**config.mk**
```make
export PLATFORM = sky130hd
export DESIGN_NAME = cbsb_merge
export DESIGN_NICKNAME = d
export VERILOG_FILES = /design/src/rtl/cbsb_pkg.sv /design/src/rtl/cbsb_merge.sv
export VERILOG_INCLUDE_DIRS = /design/src /design/src/rtl
export SDC_FILE = /design/constraint.sdc
export NUM_CORES = 1
export LEC_CHECK = 0
export ABC_AREA = 0
export ABC_CLOCK_PERIOD_IN_PS = 1000
export BUFFER_PORTS_ARGS = -buffer_cell sky130_fd_sc_hd__buf_4
export CAP_MARGIN = 40
export CELL_PAD_IN_SITES_DETAIL_PLACEMENT = 0
export CELL_PAD_IN_SITES_GLOBAL_PLACEMENT = 1
export CORE_AREA = 2 2 302 304
export CTS_CLUSTER_DIAMETER = 120
export DETAILED_ROUTE_END_ITERATION = 10
export DIE_AREA = 0 0 304 306
export GPL_TIMING_DRIVEN = 0
export HOLD_SLACK_MARGIN = 0.12
export PLACE_DENSITY_LB_ADDON = 0.1
export SLEW_MARGIN = 10
export SYNTH_ARGS = -nofsm -noshare
export SYNTH_HDL_FRONTEND = slang
export SYNTH_SLANG_ARGS = --single-unit
```
**constraint.sdc**
```tcl
create_clock -name clk -period 1 [get_ports clk]
set_input_delay 0.05 -clock clk [delete_from_list [all_inputs] [get_ports clk]]
set_output_delay 0.05 -clock clk [all_outputs]
set_load 0.005 [all_outputs]
```
**src/rtl/cubic_bezier_subcurve_bounds_unit_assert.svh**
```systemverilog
// Assertion macros shared by the subcurve bounds unit RTL.
// No dependencies; included by the modules that carry assertions.
`ifndef CUBIC_BEZIER_SUBCURVE_BOUNDS_UNIT_ASSERT_SVH
`define CUBIC_BEZIER_SUBCURVE_BOUNDS_UNIT_ASSERT_SVH

// same-cycle implication
`define CBSB_ASSERT_SAME(label, clk, rst_n, ante, cons, msg) \
  label: assert property (@(posedge clk) disable iff (!rst_n) (ante) |-> (cons)) \
    else $error(msg);

// next-cycle implication
`define CBSB_ASSERT_NEXT(label, clk, rst_n, ante, cons, msg) \
  label: assert property (@(posedge clk) disable iff (!rst_n) (ante) |=> (cons)) \
    else $error(msg);

`endif

```
**src/rtl/cbsb_pkg.sv**
```systemverilog
// Shared constants and types for the cubic Bezier subcurve bounds unit.
// No dependencies.
`timescale 1ns / 1ps

package cbsb_pkg;

  localparam int CoordWidthDef = 32;
  localparam int ParamFracDef  = 16;

  // rel_margin is in 2^-24 units and scaled by 32 blossom ops: shift 24 - 5
  localparam int MarginShift = 19;
  localparam int CfgW        = 16;
  localparam int CfgIdxW     = 2;

  localparam logic [CfgW-1:0] RelMarginReset = 16'd1;
  localparam logic [CfgW-1:0] AbsMarginReset = 16'd4;

  // lane pipeline depth, input register to lane result register
  localparam int LaneDepth = 12;

  typedef enum logic [CfgIdxW-1:0] {
    CFG_REL_MARGIN = 2'd0,
    CFG_ABS_MARGIN = 2'd1
  } cfg_reg_t;

endpackage

```
**src/rtl/cbsb_merge.sv**
```systemverilog
// Merge stage: takes both lane results at once and sends x, then y.
// Depends on cbsb_pkg and the assertion macro header.
`timescale 1ns / 1ps
`include "cubic_bezier_subcurve_bounds_unit_assert.svh"

module cbsb_merge
  import cbsb_pkg::*;
#(
  parameter int COORD_WIDTH = CoordWidthDef
) (
  input  logic                       clk,
  input  logic                       rst_n,
  input  logic                       load,
  input  logic [8*COORD_WIDTH-2:0]   x_res,
  input  logic [8*COORD_WIDTH-2:0]   y_res,
  input  logic                       out_stall,
  output logic                       out_valid,
  output logic                       out_y,
  output logic [8*COORD_WIDTH-2:0]   out_res,
  output logic                       ready
);

  localparam int RW = 8 * COORD_WIDTH - 1;

  logic          v_r, v_nxt;
  logic          y_r, y_nxt;
  logic [RW-1:0] x_res_r, y_res_r;
  logic          beat;

  always_comb begin
    beat  = v_r && !out_stall;
    ready = !v_r || (y_r && !out_stall);
    v_nxt = v_r;
    y_nxt = y_r;
    if (load) begin
      v_nxt = 1'b1;
      y_nxt = 1'b0;
    end else if (beat) begin
      if (!y_r) y_nxt = 1'b1;
      else      v_nxt = 1'b0;
    end
  end

  always_ff @(posedge clk) begin
    if (!rst_n) begin
      v_r <= 1'b0;
      y_r <= 1'b0;
    end else begin
      v_r <= v_nxt;
      y_r <= y_nxt;
    end
  end

  always_ff @(posedge clk) begin
    if (load) begin
      x_res_r <= x_res;
      y_res_r <= y_res;
    end
  end

  assign out_valid = v_r;
  assign out_y     = y_r;
  assign out_res   = y_r ? y_res_r : x_res_r;

  `CBSB_ASSERT_NEXT(a_x_then_y, clk, rst_n, beat && !y_r, v_r && y_r, "x result not followed by y")
  `CBSB_ASSERT_SAME(a_load_when_free, clk, rst_n, load, !v_r || (y_r && beat), "pair overwritten")
  `CBSB_ASSERT_NEXT(a_load_starts_x, clk, rst_n, load, v_r && !y_r, "new pair does not start on x")
  `CBSB_ASSERT_NEXT(a_drain, clk, rst_n, beat && y_r && !load, !v_r, "result repeated")

endmodule

```
==> results of run 1 <==
[cell families after synthesis]
| kind of cell | count (synthesis) |
|---|---|
| buf+inv | 30 |
| simple gates | 4 |
| flops | 512 |
| compound gates | 3 |
| mux | 255 |
[stage by stage]
stage,instance area [um2],TNS [ns],util,cells
2_1_floorplan,19600,-25.39,-,804
3_3_place_gp,26800,-2370.67,0.299,2751
3_5_place_dp,26900,-464.14,0.301,2755
==> results, run 1 <==
- The number of core rows is 110.
- The post-synthesis average cell area is 24.2 um2.
- Of the total synthesized cell area, the portion taken by AND, OR, NAND and NOR gates is 0.00122.
- The run stopped with a tool error.
- The CTS H-tree depth is 3.
- The adder-cell share of the synthesized area is 0.
- Of the total synthesized cell area, the portion taken by XOR and XNOR cells is 0.
- Synthesis produced 804 cells.
- Buffers inserted to repair hold after CTS numbered 578.
- The number of buffers added by the clock tree synthesis step is 67.
- The share of synthesized flip-flops with an asynchronous set or reset is 0.
- The total of cells resized after clock tree synthesis is 137.
- For this configuration, the core starts out at a cell density of 0.217.
- The compound-gate portion of the synthesized area is 0.000773.
- After synthesis, the share of cell area in mux cells is 0.187.
- Counting flops and latches in the post-synthesis netlist gives 512.
- The area fraction of the dominant cell type after synthesis is 0.788.
- The width of the die is 304 um.
- The share of the Yosys chip area taken by registers is 0.790.
- The cell area after synthesis is between 0.015 and 0.02 mm2.
- The number of primary I/O pins is 772.
- Yosys mapped a number of flops with a built-in enable equal to 510.
- In this run the tool buffered the top-level ports with about 770 buffer cells.
- The first error in the log reads "[ERROR RSZ-0060] Max buffer count reached".
- No sink is reached through more buffers than the 3 on the longest clock path.
- The net count of the mapped netlist is roughly 1300.
- The combinational family with the most area after synthesis is multiplexers.
- The number of warnings issued by yosys is 0.
- The cell taking the most area after synthesis is sky130_fd_sc_hd__edfxtp_1.
- The congestion estimate from routability-driven global placement came to 0.767.
- Ranked by instance count, the synthesized netlist is headed by sky130_fd_sc_hd__edfxtp_1, sky130_fd_sc_hd__mux2_4, sky130_fd_sc_hd__mux2_2.
- CTS placed an instance of sky130_fd_sc_hd__clkbuf_16 at the clock tree root.
- The half-perimeter wire length after detailed placement is 46400 um.
- The vertical extent of the die is 306 um.
- The worst setup slack after placement is -1.18 ns.
- In this run, distinct cell masters in the synthesized netlist total 14.
- The number of setup buffers added after CTS is 8.
- Yosys instantiated no cell more often than sky130_fd_sc_hd__edfxtp_1.
- The clock sink count is around 510.
- In the synthesized netlist the dominant register cell turns out to be sky130_fd_sc_hd__edfxtp_1.
- By area the synthesized netlist is led by sky130_fd_sc_hd__edfxtp_1, sky130_fd_sc_hd__mux2_4, sky130_fd_sc_hd__mux2_2.
- The stopping stage is clock tree synthesis (4_1_cts).
==> run 2: changes to the inputs <==
Settings changed: ABC_CLOCK_PERIOD_IN_PS 1000 to 1300, CELL_PAD_IN_SITES_DETAIL_PLACEMENT 0 to unset, CELL_PAD_IN_SITES_GLOBAL_PLACEMENT 1 to unset, CORE_AREA 2 2 302 304 to unset, CORE_MARGIN set to 1.5, CORE_UTILIZATION set to 20, CTS_CLUSTER_DIAMETER 120 to unset, DIE_AREA 0 0 304 306 to unset, HOLD_SLACK_MARGIN 0.12 to unset, PLACE_DENSITY_LB_ADDON 0.1 to 0.15.
Clock period 1 ns to 1.3 ns, I/O delays scaled along.
==> run 2 against run 1 <==
  * The flow now finishes, with violations (hold timing, setup timing)
  * Synthesized cell count unchanged
  * Area after synthesis unchanged
==> results, run 2 <==
- The analysis attributes to cell leakage a power of 14.1 nW.
- The number of warnings issued by yosys is 0.
- Based on the critical path, the design can be clocked at up to 0.487 GHz.
- The worst clock skew is 0.0000183 ns.
- The share of total power dissipated in sequential elements is 0.479.
- The count of nets left with antenna violations once routing finished came out at 0.
- The worst hold slack is -0.152 ns.
- The H-tree was split into 2 levels.
- The number of hold buffers added after CTS was 512.
- Along the worst hold path, the cell count comes to 1.
- For this run, the share of the core covered by cells in the final layout is 0.365.
- Counting flops with a built-in enable in the synthesized netlist gives 510.
- The share of the Yosys chip area taken by registers is 0.790.
- After detailed routing, the number of remaining DRC violations is 0.
- The met2 global-route usage is 0.235.
- The type of element launching the critical path is a flop.
- In the post-synthesis netlist, the biggest area contributors are sky130_fd_sc_hd__edfxtp_1, sky130_fd_sc_hd__mux2_4, sky130_fd_sc_hd__mux2_2.
- The biggest area contributor in the post-synthesis netlist is sky130_fd_sc_hd__edfxtp_1.
- The total iterations of the first detailed-routing run is 4.
- The floorplan step set the die width to ~310 um.
- Using the TritonRoute via totals, the vias-per-cell ratio works out to 3.64.
- The net count of the mapped netlist is between 1000 and 1500.
- The tool flagged a number of max-cap violations equal to 0.
- Counting the fill cells in the layout gives approximately 9000.
- For this design the total switching power over the nets is 0.00907 W.
- The slew at the pin with the worst max-slew slack is 0.406 ns.
- The share of synthesized flip-flops with an asynchronous set or reset is 0.
- TritonCTS built the clock tree.
- The cell occurring most often along the worst timing path is sky130_fd_sc_hd__buf_12.
- Setup repair after global routing could not meet its margin everywhere.
- The area of the core region is a little under 0.1 mm2.
- Among all stages on the critical path, the largest delay is contributed by sky130_fd_sc_hd__dfxtp_2.
- The delay of the slowest cell on the worst path is about 0.35 ns.
- The via count of the first global-routing pass is 14200.
- The portion of the clock cycle consumed by the worst path in the final layout is 1.58.
- Synthesis produced a netlist whose cell count is 804.
- The initial core utilization is 0.202.
- The congestion estimate from routability-driven global placement came to around 0.74.
- The total number of cells along the worst setup path is 5.
- After detailed routing, the average wire length per cell comes to roughly 18 um.
- The register bit count reported by yosys is 512.
- The smallest clock period supported by the final layout is computed as 2.05 ns.
- The die is 315 um tall.
- Among all flip-flop cells after synthesis, the most frequent one is sky130_fd_sc_hd__edfxtp_1.
- Internal power comes to around 0.033 W.
- The switching part of the total power is 0.217.
- The proportion of power drawn by the clock network is 0.370.
- The top cell types in the final layout, fill and taps aside, are sky130_fd_sc_hd__buf_4, sky130_fd_sc_hd__dlygate4sd3_1, sky130_fd_sc_hd__edfxtp_1.
- For the worst-skew pair, the clock arrives at the later sink with an insertion delay of 0.63 ns.
- The leftover overflow at the end of global routing is 0.
- Summed over all layers, the routed wires come to 64400 um.
- The class of the tightest hold or removal check is in2reg.
- Ranked by instance count, the synthesized netlist is headed by sky130_fd_sc_hd__edfxtp_1, sky130_fd_sc_hd__mux2_4, sky130_fd_sc_hd__mux2_2.
- The length in cells of the worst reg-to-reg path is 5.
- The endpoint of the lowest-slack register-to-register path is out_valid.
- On the critical path the largest part of the delay comes from buffers and inverters.
- The met3 usage in global routing is 0.0349.
- The global routing met1 resource utilization is 0.130.
- The largest net degree at the start of global routing is 82.
- The checks that failed: hold timing, setup timing.
- Across all register-to-register paths, the minimum setup slack is about 0.13 ns.
- The most common cell after layout, fill and taps aside is sky130_fd_sc_hd__buf_4.
- The signal on the critical path passes through buf_12 -> buf_16 -> buf_12 -> mux2_4 -> buf_4.
- The sum of buffers and inverters on the critical path is 4.
- The category of the critical setup timing path is reg2out.
- The number of hold violations in the final report is 44.
- The relative slew slack is 0.729.
- The detailed router finished its first iteration with 525 violations.
- Summing every instance area after synthesis gives 0.0194 mm2.
- For this design the top-level I/O count stands at just under 800.
- The worst setup slack after placement is -1.03 ns.
- Compared with the post-synthesis result, the final layout area differs by 81.0%.
- The first global-routing pass estimated approximately 90000 um of wire.
- Input and output buffers added on the ports amount to slightly below 800.
- In the final layout, the share of cells above drive strength 1 is 0.520.
- The post-synthesis average cell area is 24.2 um2.
- The worst setup path is captured at a primary output.
- After clock tree synthesis, the clock-pin slew on the worst setup and hold paths is 0.06 ns.
- At the worst endpoint, the required time is 1.24 ns.
- The total setup violations reported at the end of the flow is 256.
- Of all nets on the critical path, the largest fanout is 10.
- In the global route stage, overall resource usage came out at 0.124.
- The max-slew violation count is 0.
- The number of buffers between clock root and the deepest sink is 3.
- The critical path data arrival time is 1.99 ns.
- The overall die area is 0.0990 mm2.
- The worst hold path begins at load.
- In the final design database the tool counted 2691 nets.
- The launching point of the worst reg2reg path is out_y.
- The number of clock buffers added by TritonCTS is 60.
- The wire-length estimate of the detail-placed layout is about 44000 um.
- The number of antenna violations at the first check in global routing is 1.
- Of the total power, combinational logic draws 0.151.
- The most frequently used cell type in the post-synthesis netlist is sky130_fd_sc_hd__edfxtp_1.
- The most used routing layer in global routing is met2.
- The end point of the most critical hold path is y_res_r[20].
- The largest registers in the layout are x_res_r x255, y_res_r x255.
- Power spread over the standard cell area amounts to 1190 mW/mm2.
- The worst-case vdd ir drop is 1010 uV.
- The clock tree root buffer cell is sky130_fd_sc_hd__clkbuf_16.
- The area fraction of the dominant cell type after synthesis is 0.788.
- For this design, the sink count on the clock tree is 512.
- The number of core rows is between 100 and 150.
- The final setup slack of the worst path is -0.753 ns.
- The via count is around 13000.
- The run finished, with violations left.
- The synthesized netlist contains 14 unique library cells.
==> run 2: power by group through the flow <==
stage	clock, W	sequential (W)	combinational [W]
finish	0.0154	0.0200	0.00630
global route	0.0167	0.0201	0.00672
CTS	0.0161	0.0200	0.00635
detailed placement	0	0.0203	0.00448
global placement	0	0.0204	0.00441
floorplan	0	0.0202	0.00137
==> run 2: worst register-to-register path: stages (launching register included) <==
cell                      delay, ns
sky130_fd_sc_hd__dfxtp_2       0.35
sky130_fd_sc_hd__buf_12        0.15
sky130_fd_sc_hd__buf_12        0.17
sky130_fd_sc_hd__buf_12        0.13
sky130_fd_sc_hd__nor3b_1       0.18
sky130_fd_sc_hd__nor2_1        0.08
==> run 2: per-stage QoR <==
stage          setup TNS [ns]  hold WS (ns)  cells  area (um2)  power [W]
2_1_floorplan               0         0.164    804       19400     0.0216
5_1_grt               -207.85        -0.188   3504       35200     0.0435
4_1_cts               -218.64        -0.219   3504       35000     0.0425
3_3_place_gp         -2119.16         0.243   2851       26800     0.0248
6_report              -179.65        -0.152   3504       35200     0.0417
3_5_place_dp          -297.05         0.244   2856       27000     0.0248
==> run 2: timing repair <==
item,CTS,global route
endpoints found under the setup margin,457,353
pin swaps,0,1
resized for setup,169,50
buffers inserted,13,1
gates cloned,12,7
hold endpoints to repair,556,44
==> run 2: metal layers <==
layer  vias to the layer above  part of all wire
met5                         -                 0
met4                         0             0.024
met3                        90             0.067
met2                       455              0.55
met1                      6209              0.36
li1                       5989                 -
==> run 2: cell families (layout without fill, tap and decap cells) <==
| logic type | count (synthesis) | in the layout | share of synthesized area |
|---|---|---|---|
| other | 0 | 1 | 0 |
| and+or+nand+nor | 4 | 4 | 0.00122 |
| AOI/OAI and AO/OA | 3 | 3 | 0.000772 |
| muxes | 255 | 255 | 0.187 |
| buffers and inverters | 30 | 1453 | 0.0211 |
| DFF | 512 | 512 | 0.790 |
==> run 2: worst max path at each step <==
stage / from / endpoint / slack (ns)
2_1_floorplan: out_y / out_res[244] / 0.15
3_3_place_gp: load / out_valid / -4.22
3_5_place_dp: load / y_res_r[59] / -1.03
4_1_cts: out_y / out_res[204] / -0.91
5_1_grt: out_y / out_res[213] / -0.89
6_report: out_y / out_res[138] / -0.75
==> run 2: layout make-up <==
| cell class | count | area, um2 | share of cell area |
|---|---|---|---|
| Timing Repair Buffer | 1313 | 12100 | 0.345 |
| Buffer | 27 | 515 | 0.0147 |
| Multi-Input combinational cell | 262 | 3800 | 0.108 |
| Tap cell | 1276 | 1600 | 0.0454 |
| Clock inverter | 33 | 174 | 0.00494 |
| Sequential cell | 512 | 15400 | 0.437 |
| Inverter | 1 | 3.75 | 0.000107 |
| Clock buffer | 79 | 1590 | 0.0453 |
| Antenna cell | 1 | 2.50 | 0.0000711 |
(Power assumes the default switching activity.)
